==> config.mk <==
export PLATFORM = sky130hd
export DESIGN_NAME = cau_queue
export DESIGN_NICKNAME = d
export VERILOG_FILES = /design/src/rtl/core/cau_pkg.sv /design/src/rtl/core/cau_queue.sv
export SDC_FILE = /design/constraint.sdc
export NUM_CORES = 1
export LEC_CHECK = 0
export ABC_AREA = 1
export BUFFER_PORTS_ARGS = -buffer_cell sky130_fd_sc_hd__buf_2
export CAP_MARGIN = 10
export CORE_MARGIN = 5
export CORE_UTILIZATION = 35
export CTS_CLUSTER_SIZE = 12
export DETAILED_ROUTE_END_ITERATION = 6
export SYNTH_ARGS = -nofsm -noshare
export SYNTH_HDL_FRONTEND = slang
export SYNTH_SLANG_ARGS = --single-unit
==> constraint.sdc <==
create_clock -name clk -period 8.2 [get_ports clk]
set_input_delay 0.82 -clock clk [delete_from_list [all_inputs] [get_ports clk]]
set_output_delay 0.82 -clock clk [all_outputs]
set_load 0.05 [all_outputs]
==> src/rtl/core/cau_pkg.sv <==
// Package for the complex arithmetic unit: widths, operation codes,
// transaction structs and the front-to-back queue entry. No dependencies.
package cau_pkg;

  localparam int DW            = 16;      // data field width
  localparam int FRAC_BITS_DEF = 8;       // default Q format fraction bits
  localparam int MW            = 2 * DW;  // product / magnitude width
  localparam int QUEUE_DEPTH   = 4;

  typedef enum logic [1:0] {
    OP_ADD = 2'd0,
    OP_SUB = 2'd1,
    OP_MUL = 2'd2,
    OP_DIV = 2'd3
  } op_t;

  typedef struct packed {
    op_t                   operation;
    logic signed [DW-1:0]  a_re;
    logic signed [DW-1:0]  a_im;
    logic signed [DW-1:0]  b_re;
    logic signed [DW-1:0]  b_im;
  } in_item_t;

  typedef struct packed {
    logic signed [DW-1:0]  res_re;
    logic signed [DW-1:0]  res_im;
    logic                  div_by_zero;
    logic                  saturated;
  } out_item_t;

  // classified operation handed from front to back
  typedef struct packed {
    logic           div;     // needs the divider
    logic           dz;      // divide by zero
    logic           neg_re;
    logic           neg_im;
    logic [MW-1:0]  mag_re;
    logic [MW-1:0]  mag_im;
    logic [MW-1:0]  den;
  } qent_t;

endpackage

==> src/rtl/core/cau_queue.sv <==
// Short register queue between front and back ends.
// Depends on cau_pkg.
module cau_queue import cau_pkg::*; #(
  parameter int DEPTH = QUEUE_DEPTH
) (
  input  logic  clk,
  input  logic  rst,
  input  logic  push,
  input  qent_t push_data,
  output logic  full,
  input  logic  pop,
  output logic  empty,
  output qent_t head
);

  localparam int AW = (DEPTH > 1) ? $clog2(DEPTH) : 1;

  qent_t             mem [DEPTH];
  logic [AW-1:0]     wr_ptr, rd_ptr;
  logic [AW:0]       cnt;

  assign full  = (cnt == (AW+1)'(DEPTH));
  assign empty = (cnt == '0);
  assign head  = mem[rd_ptr];

  always_ff @(posedge clk) begin
    if (rst) begin
      wr_ptr <= '0;
      rd_ptr <= '0;
      cnt    <= '0;
    end else begin
      if (push) begin
        wr_ptr <= (wr_ptr == AW'(DEPTH-1)) ? '0 : wr_ptr + 1'b1;
      end
      if (pop) begin
        rd_ptr <= (rd_ptr == AW'(DEPTH-1)) ? '0 : rd_ptr + 1'b1;
      end
      cnt <= cnt + (AW+1)'(push) - (AW+1)'(pop);
    end
    if (push) begin
      mem[wr_ptr] <= push_data;
    end
  end

  a_no_overflow: assert property (@(posedge clk) disable iff (rst) !(push && full))
    else $error("queue overflow");
  a_no_underflow: assert property (@(posedge clk) disable iff (rst) !(pop && empty))
    else $error("queue underflow");
  a_cnt_range: assert property (@(posedge clk) disable iff (rst)
    cnt <= (AW+1)'(DEPTH))
    else $error("queue count out of range");

endmodule

# After elaboration in Yosys (flattened, before gate mapping)
# Memory sizes are Yosys's and may differ from the RTL's. A register that Yosys moved wholly into a read port is not among the register bits.
# Cells that the tools add are included.
dict set report totals {
  ramBits 400
  output_inout_bits 102
  reg_bits 7
  elab_cells 18
  memories 1
}
# memory words word_bits rd rd_ports_with_merged_regs write_ports line
set mem_list {}
lappend mem_list {mem 4 100 1 1 1 cau_queue.sv:18} ;# qent_t mem [DEPTH];
dict set report classes {
  muxes 6
  reduce_logical 1
  n_eq_ne 3
  addsub 4
}
# operator n
set ops {}
lappend ops {{$mux W2} 4}
lappend ops {{$add A2 B1 Y2 const B} 2}
lappend ops {{$eq A2 B2 Y1 const B} 2}
lappend ops {{$add A3 B1 Y3} 1}
lappend ops {{$eq A3 B3 Y1 const B} 1}
lappend ops {{$logic_not A3 Y1} 1}
lappend ops {{$sub A3 B1 Y3} 1}
lappend ops {{$mux W1} 2}

# Longest topological paths before layout
dict set report logic_depth {
  ltp_word 4
  ltp_mapped 8
  depth_no_buf 8
}

# Worst setup path before layout
# Ideal clock, no wire load.
dict set report synth_path {
  kind {input to register}
  startpoint {input port push}
  endpoint {memory mem[3][0] (netlist name), enable pin}
  arrival_time_ps 2970
  setup_slack_ps 4775
  t_required_ps 7746
  stages 3
  n_path_buf 1
  path_cell_list {buf_2 > nand2_1 > inv_1}
}
dict set report synth_between {
  elab_chain_len 2
}
# element line
set synth_lines {}
lappend synth_lines {{start, declared} cau_queue.sv:8} ;# input logic push,
lappend synth_lines {{$mux W1} cau_queue.sv:40} ;# if (push) begin
lappend synth_lines {{$mux W1 (not written as such)} cau_queue.sv:41} ;# mem[wr_ptr] <= push_data;
lappend synth_lines {{end, declared} cau_queue.sv:18}
# No other way between the ends.

==> out/results.ini <==
[timing]
drv_slew=0
finClkSkew_ns=0.01190
timing_hold_violations_final=0
fin_crit_ns=3.892
tightest_slew_ns=0.9998
finalSetupViolCount=0
tns_ns=0
worst_slew_margin_rel=0.3335
fmax_mhz=256.9
rsz0062_at_grt=false
fin_crit_sh=0.4746

[placement]
place.gp.congestion=0.6944
place_hpwl_um=18240
dp.cells=1971
place_area_mm2=0.01759
io_buffers=205

[drt]
drtIter0Drc=634
firstDrtPassIters=4
vias=9296
routed_via_density=4.543
drt-total-wl_um=31520
postRouteAntennaNets=0
wire_per_inst_um=15.40
route.detailed.drc=0

[synthesis]
yosys.area.top_type=edfxtp_1
yosys.cell_count.top_type=edfxtp_1
synth_compound_area_frac=0.1099
synth_edf_count=400
synth.mux.area_fraction=0
yosys-top-cells-area=edfxtp_1 75%, inv_1 5.0%, nand2_1 4.9%, o211ai_1 4.7%, a21oi_1 3.2%
synthFlopType=edfxtp_1
syn_nets=1337
synthAdderAreaFrac=0.006675
synthArstFlopShare=0
yosysSeqAreaShare=0.7563
avgSynthCellArea_um2=13.16
yosys.area.top_type_share=0.7452
yosys.area_share.simple=0.05170
synth_top_family_by_area=compound AO/OA/AOI/OAI gates
synth_area_mm2=0.01612
yosysUniqueCellTypes=17
synth_cells=1225
ys_warn_count=0
synth_seq_cells=409
synthXorXnorAreaFrac=0.0005434
synth_common_cells=400 x edfxtp_1, 215 x inv_1, 209 x nand2_1

[clock_network]
tritoncts=built
clock-sinks=409
cts_made_buffers=43
clk_latency_ns=0.55
htreeDepth=2
cts_setup_buffers=0
cts_resized=0
cts_root_buf=clkbuf_16
clk_pin_slew_ns=0.06
clockBufferDepth=3
cts_hold_repair.buffers=0

[worst_setup_path]
rr_endpoint=mem[1][9]$_DFFE_PP_
critPathArrivalTime_ns=3.07
cp-end-kind=output port
slowest_delay_ns=0.90
worst-path-max-fanout=109
worstRegToRegCells=5
reg2reg_from=wr_ptr[1]$_SDFFE_PP0P_
cp.required_ns=7.38
crit_slowest_cell=dfxtp_4
crit_type=flip-flop to output port
start_kind=flip-flop
r2r_slack_ns=5.78
cp_cell_sequence=buf_4, o21ai_0, nand2_1, buf_2

[floorplan]
core_area_mm2=0.04548
die_h_um=224.6
io_pins=206
die_width_um=224.6
rows=78
start_util=0.3544
fp.dieArea_mm2=0.05045

[finish]
area_growth_pct=16.82
final_core_util=0.4141
final_cells=2046
drive_above_1_share=0.1870
design_area_mm2=0.01883
fin_nets=1528

[pwr]
total_power_uw=4853
power.leakage_uw=0.007254
vdd_drop_max_v=0.0001902
powerDensity_mw_per_mm2=257.7

[grt]
grt_remaining_overflow=0
grt_pass1_vias=8995
antenna_found_initial=5
grt_use_total=0.1221
grt_pass1_wl_um=49290
grt_max_degree=197

[hold_path]
hold_start=push_data[57]
min_to=mem[2][57]$_DFFE_PP_
whs_path_depth=1
hold_class=primary input to flip-flop

[outcome]
status=finished clean

[job]
max_cap_violations=0

-- layout make-up --
| cell class | count | area (µm²) |
|---|---|---|
| tap | 600 | 750.7 |
| antenna | 2 | 5.005 |
| multi-input combinational | 534 | 2721 |
| clock buffer | 60 | 1182 |
| clock inverter | 13 | 56.30 |
| sequential | 409 | 12200 |
| timing repair buffer | 213 | 1099 |
| inverter | 215 | 817.0 |
| fill | 4245 | 26650 |
-- worst max-delay path by stage --
stage | from | end | slack, ns | cells past startpoint
floorplan | push | mem[3][0]$_DFFE_PP_ | 4.78 | 3
global placement | flip-flop | head[73] | 4.90 | 4
detailed placement | flip-flop | head[73] | 4.84 | 4
CTS | flip-flop | head[73] | 4.24 | 4
global route | flip-flop | head[92] | 3.97 | 4
finish | flip-flop | head[92] | 4.31 | 4
-- cells in the final DEF (no fill, tap or decap) --
cell | synthesis | final
clkinv_2 | 0 | 6
buf_2 | 55 | 205
dfxtp_4 | 0 | 2
dfxtp_1 | 9 | 7
xnor2_1 | 1 | 1
clkinv_1 | 0 | 7
nor3_1 | 2 | 2
nand2_1 | 209 | 209
o211ai_1 | 100 | 100
buf_12 | 0 | 1
fa_1 | 1 | 1
clkbuf_1 | 1 | 15
a21oi_1 | 103 | 103
diode_2 | 0 | 2
buf_4 | 1 | 7
inv_1 | 215 | 211
ha_1 | 7 | 7
o21ai_0 | 101 | 101
nand3_1 | 1 | 1
inv_4 | 0 | 4
clkbuf_16 | 0 | 45
nor2_1 | 9 | 9
edfxtp_1 | 400 | 400
-- per-stage QoR --
step	hold slack, ns	setup slack (ns)
3_3_place_gp	0.5101	4.901
4_1_cts	0.4328	4.236
2_1_floorplan	0.4676	4.775
3_5_place_dp	0.5069	4.837
6_report	0.4850	4.308
5_1_grt	0.4540	3.965
-- cell families after synthesis --
group,after synthesis
AOI/OAI and AO/OA,304
xor gates and xnor gates,1
adders and majority gates,8
buffers and inverters,282
DFF,409
and+or+nand+nor,221
-- routing by layer --
| layer | wire length [µm] | GRT usage | vias to the layer above |
|---|---|---|---|
| met5 | 53 | 0 | - |
| met4 | 708 | 0.03909 | 8 |
| met3 | 1977 | 0.03485 | 52 |
| met2 | 15040 | 0.2043 | 201 |
| met1 | 13740 | 0.1542 | 4396 |
| li1 | - | - | 4639 |
-- report_power, final --
part           total, µW  leakage, µW  internal [µW]  switching [µW]
clock network       1730     0.000607            998             733
registers           2440      0.00375           2400            39.9
logic                679      0.00290            147             532
total               4850      0.00725           3550            1300
-- state kept, by name, indices dropped and copies added, names as in the netlist, named ones only --
| signal | cells |
|---|---|
| mem | 400 |
| cnt | 3 |
| rd_ptr | 2 |
| wr_ptr | 2 |
-- critical path, delay by kind of cell (launching register included) --
| kind | cells | cell delay, ns |
|---|---|---|
| buffers and inverters | 2 | 1.15 |
| AOI/OAI and AO/OA | 1 | 0.23 |
| DFF | 1 | 0.90 |
| and+or+nand+nor | 1 | 0.12 |
Power figures use the tool's default switching activity.
