`src/rtl/core/cau_pkg.sv`:
```
// Package for the complex arithmetic unit: widths, operation codes,
// transaction structs and the front-to-back queue entry. No dependencies.
package cau_pkg;

  localparam int DW            = 16;      // data field width
  localparam int FRAC_BITS_DEF = 8;       // default Q format fraction bits
  localparam int MW            = 2 * DW;  // product / magnitude width
  localparam int QUEUE_DEPTH   = 4;

  typedef enum logic [1:0] {
    OP_ADD = 2'd0,
    OP_SUB = 2'd1,
    OP_MUL = 2'd2,
    OP_DIV = 2'd3
  } op_t;

  typedef struct packed {
    op_t                   operation;
    logic signed [DW-1:0]  a_re;
    logic signed [DW-1:0]  a_im;
    logic signed [DW-1:0]  b_re;
    logic signed [DW-1:0]  b_im;
  } in_item_t;

  typedef struct packed {
    logic signed [DW-1:0]  res_re;
    logic signed [DW-1:0]  res_im;
    logic                  div_by_zero;
    logic                  saturated;
  } out_item_t;

  // classified operation handed from front to back
  typedef struct packed {
    logic           div;     // needs the divider
    logic           dz;      // divide by zero
    logic           neg_re;
    logic           neg_im;
    logic [MW-1:0]  mag_re;
    logic [MW-1:0]  mag_im;
    logic [MW-1:0]  den;
  } qent_t;

endpackage

```
`src/rtl/core/cau_front.sv`:
```
// Front end: registers operands and products, classifies the operation
// and forms sign/magnitude numerators. Depends on cau_pkg.
module cau_front import cau_pkg::*; #(
  parameter int FRAC_BITS = FRAC_BITS_DEF
) (
  input  logic     clk,
  input  logic     rst,
  input  logic     in_valid,
  output logic     in_ready,
  input  in_item_t in_data,
  output logic     push,
  input  logic     full,
  output qent_t    push_data
);

  logic                 f_vld;
  op_t                  f_op;
  logic signed [DW-1:0] ar, ai, br, bi;
  logic signed [MW-1:0] p_rr, p_ii, p_ri, p_ir, p_bb_r, p_bb_i;

  logic signed [MW:0] x_re, x_im;
  logic [MW-1:0]      m_re, m_im, den;
  logic               dz;

  assign in_ready = !f_vld || !full;
  assign push     = f_vld && !full;

  always_ff @(posedge clk) begin
    if (rst) begin
      f_vld <= 1'b0;
    end else if (in_ready) begin
      f_vld <= in_valid;
    end
    if (in_valid && in_ready) begin
      f_op   <= in_data.operation;
      ar     <= in_data.a_re;
      ai     <= in_data.a_im;
      br     <= in_data.b_re;
      bi     <= in_data.b_im;
      p_rr   <= in_data.a_re * in_data.b_re;
      p_ii   <= in_data.a_im * in_data.b_im;
      p_ri   <= in_data.a_re * in_data.b_im;
      p_ir   <= in_data.a_im * in_data.b_re;
      p_bb_r <= in_data.b_re * in_data.b_re;
      p_bb_i <= in_data.b_im * in_data.b_im;
    end
  end

  always_comb begin
    case (f_op)
      OP_ADD: begin
        x_re = (MW+1)'(ar) + (MW+1)'(br);
        x_im = (MW+1)'(ai) + (MW+1)'(bi);
      end
      OP_SUB: begin
        x_re = (MW+1)'(ar) - (MW+1)'(br);
        x_im = (MW+1)'(ai) - (MW+1)'(bi);
      end
      OP_MUL: begin
        x_re = (MW+1)'(p_rr) - (MW+1)'(p_ii);
        x_im = (MW+1)'(p_ri) + (MW+1)'(p_ir);
      end
      default: begin
        x_re = (MW+1)'(p_rr) + (MW+1)'(p_ii);
        x_im = (MW+1)'(p_ir) - (MW+1)'(p_ri);
      end
    endcase
    m_re = x_re[MW] ? MW'(-x_re) : x_re[MW-1:0];
    m_im = x_im[MW] ? MW'(-x_im) : x_im[MW-1:0];
    // multiply truncates the magnitude, i.e. toward zero
    if (f_op == OP_MUL) begin
      m_re = m_re >> FRAC_BITS;
      m_im = m_im >> FRAC_BITS;
    end
    den = $unsigned(p_bb_r) + $unsigned(p_bb_i);
    dz  = (f_op == OP_DIV) && (den == '0);

    push_data.div    = (f_op == OP_DIV) && !dz;
    push_data.dz     = dz;
    push_data.neg_re = x_re[MW] && !dz;
    push_data.neg_im = x_im[MW] && !dz;
    push_data.mag_re = dz ? '0 : m_re;
    push_data.mag_im = dz ? '0 : m_im;
    push_data.den    = den;
  end

endmodule

```
`config.mk`:
```
export PLATFORM = sky130hd
export DESIGN_NAME = cau_front
export DESIGN_NICKNAME = d
export VERILOG_FILES = /design/src/rtl/core/cau_pkg.sv /design/src/rtl/core/cau_front.sv
export SDC_FILE = /design/constraint.sdc
export NUM_CORES = 2
export LEC_CHECK = 0
export ABC_AREA = 1
export ABC_CLOCK_PERIOD_IN_PS = 21500
export BUFFER_PORTS_ARGS = -buffer_cell sky130_fd_sc_hd__buf_2
export CAP_MARGIN = 10
export CORE_UTILIZATION = 25
export CTS_BUF_LIST = sky130_fd_sc_hd__clkbuf_8 sky130_fd_sc_hd__clkbuf_16
export DETAILED_ROUTE_END_ITERATION = 10
export GPL_ROUTABILITY_DRIVEN = 0
export PLACE_DENSITY = 0.44
export SYNTH_ARGS = -nofsm -noshare
export SYNTH_HDL_FRONTEND = slang
export SYNTH_SLANG_ARGS = --single-unit
```
`constraint.sdc`:
```
create_clock -name clk -period 21.5 [get_ports clk]
set_input_delay 1.075 -clock clk [delete_from_list [all_inputs] [get_ports clk]]
set_output_delay 1.075 -clock clk [all_outputs]
set_load 0.01 [all_outputs]
```
Word-level counts from Yosys, hierarchy flattened

Index checks and enable logic that the tools add are counted.

Reduce and logical (&&, ||, !) cells: 12
Magnitude comparators: 0
Bitwise operators: 0
Multipliers: 6
Divide/modulo/power cells: 0
Eq/ne operators: 3
$add $sub $neg: 11
Multiplexer cells: 8
Shifts and indexed selects: 0

Operator list:

| cell                 | count |
|---|---|
| $pmux W33 S3         | 2 |
| $mul A16 B16 Y32     | 6 |
| $mux W32             | 6 |
| $add A32 B32 Y33     | 2 |
| $sub A32 B32 Y33     | 2 |
| $neg A32 Y32         | 2 |
| $add A16 B16 Y17     | 2 |
| $sub A16 B16 Y17     | 2 |
| $add A32 B32 Y32     | 1 |
| $logic_not A32 Y1    | 1 |
| $logic_and A1 B1 Y1  | 6 |
| $eq A2 B2 Y1 const B | 2 |
| $logic_not A1 Y1     | 3 |
| $eq A2 B1 Y1 const B | 1 |
| $logic_not A2 Y1     | 1 |
| $logic_or A1 B1 Y1   | 1 |

Latch bits: 0
Bits of input ports: 70
ROM bits: 0
Memories: 0
Bits in registers: 259
Memory bits (writable): 0

Longest topological paths before layout

Word-level depth: 6
Mapped depth: 34

Least setup slack after synthesis

No wires, ideal clock.

Path type: input to register
From: input in_valid
To: register ai[0] (enable)
Setup time: 953 ps
Stages on the path: 2
Slack: 7250 ps
Data arrival time: 13297 ps
Cells stage by stage: inv_1 > a21oi_1

Longest elaborated chain between the ends: 1

RTL lines:

| what                 | RTL line        | RTL |
|---|---|---|
| start, declared      | cau_front.sv:8  | `input logic in_valid,` |
| $logic_and A1 B1 Y1  | cau_front.sv:34 | `if (in_valid && in_ready) begin` |
| end signal, assigned | cau_front.sv:37 | `ai <= in_data.a_im;` |
| end, declared        | cau_front.sv:18 | `logic signed [DW-1:0] ar, ai, br, bi;` |

No other way between the ends.
A chain may end at the register's enable or synchronous reset.

Worst setup path in the final report

From: input in_data[4] (netlist name)
To: register p_ii[31], data pin

Longest elaborated chain between the ends: 1

RTL lines:

| what                 | RTL line        | RTL |
|---|---|---|
| start, declared      | cau_front.sv:10 | `input in_item_t in_data,` |
| $mul A16 B16 Y32     | cau_front.sv:41 | `p_ii <= in_data.a_im * in_data.b_im;` |
| end signal, assigned | cau_front.sv:41 |  |
| end, declared        | cau_front.sv:19 | `logic signed [MW-1:0] p_rr, p_ii, p_ri, p_ir, p_bb_r, p_bb_i;` |

No other way between the ends.

==> flow_metrics.env <==
export IMPL_grt_max_degree=66
export IMPL_post_cts_buffers=0
export IMPL_clk_pin_slew_ns=0.07
export IMPL_synth_area_leaders="fa_1 37%, inv_1 14%, nand2_1 11%"
export IMPL_reg2reg_to="bi[3]"
export IMPL_grt_ovfl_total=0
export IMPL_die_area_mm2=0.328
export IMPL_synth_distinct_cells=60
export IMPL_ff2ff_path_depth=4
export IMPL_drc=92
export IMPL_layout_drive_gt1_share=0.0416
export IMPL_antenna_left=0
export IMPL_end_kind="flop"
export IMPL_wirelength_um=265000
export IMPL_async_reset_ff_frac=0
export IMPL_post_route_min_period_ns=7.78
export IMPL_crit_type="primary input to flop"
export IMPL_dp_hpwl_um=215000
export IMPL_htreeDepth=2
export IMPL_status="finished, violations left"
export IMPL_r2r_start="f_vld"
export IMPL_die_h_um=572
export IMPL_synth_area_mm2=0.0814
export IMPL_hold_path_class="flop to flop"
export IMPL_period_share=0.362
export IMPL_first_global_vias=67522
export IMPL_nets=12731
export IMPL_clock_skew_ns=0.0231
export IMPL_timing_fmax_mhz=128
export IMPL_root_buffer="clkbuf_16"
export IMPL_numCtsBuffers=38
export IMPL_violations="design-rule violations"
export IMPL_vias_per_cell=4.29
export IMPL_holdWs_ns=0.520
export IMPL_start_util=0.251
export IMPL_hold_end="f_vld"
export IMPL_coreArea_mm2=0.324
export IMPL_synth_fp_nets=12765
export IMPL_hold_buffers=0
export IMPL_die_x_um=572
export IMPL_critPathMaxFanout=36
export IMPL_insertion_delay_ns=0.66
export IMPL_cts_buffer_depth=3
export IMPL_synth_edff_count=254
export IMPL_yosysWarnings=0
export IMPL_wl_per_cell_um=17.9
export IMPL_synth_area_leader_cell="fa_1"
export IMPL_track_usage=0.166
export IMPL_antenna_found_initial=17
export IMPL_cts_resized_gates=0
export IMPL_worstPathRequired_ns=21.96
export IMPL_vias=63556
export IMPL_grt_first_pass_wirelength_um=415000
export IMPL_synth_seq_cells=255
export IMPL_ys_flop_type="edfxtp_1"
export IMPL_rsz0062_at_grt="false"
export IMPL_hold_depth=2
export IMPL_setup_viol=0
export IMPL_relSlewSlack=0.280
export IMPL_drtIter0Drc=4338
export IMPL_synthToLayoutAreaGrowth_pct=8.28
export IMPL_port_buffers=171
export IMPL_timing_max_cap_violations=0
export IMPL_min_from="f_vld"
export IMPL_synth_top_area_share=0.374
export IMPL_num_rows=209
export IMPL_tightest_slew_ns=1.08
export IMPL_finalHoldViolations=0
export IMPL_cts_tree="done"
export IMPL_timing_reg2reg_setup_slack_ns=18.48
export IMPL_clock_sinks=255
export IMPL_drtPass1Iterations=9
export IMPL_syn_area_per_cell_um2=7.75
export IMPL_slew_violations=0
export IMPL_fin_setup_tns_ns=0
export IMPL_cp_arrival_ns=8.24
export IMPL_pin_count=172
export IMPL_ys_seq_area_frac=0.0940
export IMPL_syn_inst=10496
export IMPL_start_kind="primary input"
[cells in the final DEF (no fill, tap or decap), types with 6 or more instances in the layout]
master     netlist  routed
nand2_1       2440    2440
a31oi_1         28      28
xor2_1         219     219
edfxtp_1       254     254
nor4_1          13      13
buf_4           21      89
a21o_1          18      18
or2_2           13      13
inv_1         2942    2948
o211ai_1        16      16
nor2_4           7       8
fa_1          1520    1520
and2_1           9       9
o21ai_0        172     172
o21bai_1        31      31
nor3_1          49      49
clkinv_2         0       7
a21boi_0        10      10
clkbuf_16        0      39
o31ai_1         13      13
inv_2           17      16
o21a_1          13      13
xnor2_1        135     135
o221ai_1         7       7
a21oi_1        353     352
nand2_2         12      12
nor2_1         532     531
o21ai_1         13      13
nand3_1        452     452
buf_2           23     171
and3_1           6       6
ha_1           679     679
nand4_1         78      78
nand3_2         21      21
nor2_2          24      24
nand3b_1        19      19
[area by class of cell]
type,count,area [um2]
antenna,4,10.0
clock inverter,28,228
fill,35790,236000
sequential,255,7650
tap,4325,5410
clock buffer,39,976
timing repair buffer,260,1520
multi-input combinational,6945,61200
inverter,2962,11100
[metrics by stage]
stage                     area (um2)  utilization  cells  worst slack (ns)
after floorplan                81400            -  10496              7.25
after global placement         86900        0.268  14747             13.12
after detailed placement       86900        0.268  14747             13.17
after CTS                      88100        0.272  14814             13.89
after global routing           88100        0.272  14815             13.31
final                          88100        0.272  14818             13.72
[cell usage after synthesis (6+ instances only)]
master,count
a21boi_0,10
a21o_1,18
a21oi_1,353
a31oi_1,28
and2_1,9
and3_1,6
buf_1,71
buf_2,23
buf_4,21
buf_6,9
clkbuf_1,209
edfxtp_1,254
fa_1,1520
ha_1,679
inv_1,2942
inv_2,17
nand2_1,2440
nand2_2,12
nand3_1,452
nand3_2,21
nand3b_1,19
nand4_1,78
nor2_1,532
nor2_2,24
nor2_4,7
nor3_1,49
nor4_1,13
o211ai_1,16
o21a_1,13
o21ai_0,172
o21ai_1,13
o21bai_1,31
o221ai_1,7
o31ai_1,13
or2_2,13
xnor2_1,135
xor2_1,219
[sequential cells by signal, summed over array words and instances (netlist names), 2 cells and up]
name	flops
p_ii	32
p_ir	32
p_ri	32
p_rr	32
p_bb_i	30
p_bb_r	30
ai	16
ar	16
bi	16
br	16
f_op	2
[worst max path at each step]
stage,startpoint,end,slack (ns),cells past startpoint
final,in_data[4],p_ii[31],13.72,23
after global routing,p_ii[4],push_data[67],13.31,30
after CTS,f_op[0],push_data[78],13.89,25
after detailed placement,in_data[4],p_ii[31],13.17,23
after global placement,in_data[4],p_ii[31],13.12,23
after floorplan,in_valid,ai[0],7.25,2
[metal layers]
layer,vias to the layer above,share of wire,wire [um],global-route usage
met5,-,0.00029,77,0
met4,14,0.025,6670,0.0390
met3,195,0.048,12700,0.0202
met2,1343,0.45,120000,0.273
met1,31216,0.47,125000,0.230
li1,30788,-,-,-
[kinds of logic (layout without fill, tap and decap cells)]
family,Yosys count,count (layout),synth area share
adders and majority gates,2199,2199,0.478
buffers and inverters,3296,3289,0.154
other,0,4,0
xor gates and xnor gates,354,354,0.0381
AOI/OAI and AO/OA,706,706,0.0488
DFF,255,255,0.0940
and+or+nand+nor,3686,3686,0.186
[critical path: stages]
cell and delay, ns:
buf_2 0.42, buf_4 0.55, nand2_1 0.24, fa_1 0.53, inv_1 0.07, fa_1 0.82
fa_1 0.53, fa_1 0.50, fa_1 0.49, inv_1 0.05, fa_1 0.48, inv_1 0.04
ha_1 0.37, nand2_1 0.11, nor4_1 0.61, nand3_1 0.26, nand3_1 0.20, nand3_1 0.10
o211ai_1 0.14, nand2_1 0.11, nand2_1 0.08, a21oi_1 0.07, xnor2_1 0.28
Power is left out: the tool's default activity adds up to more than one toggle a clock period on the data nets, which glitch-free logic cannot reach.
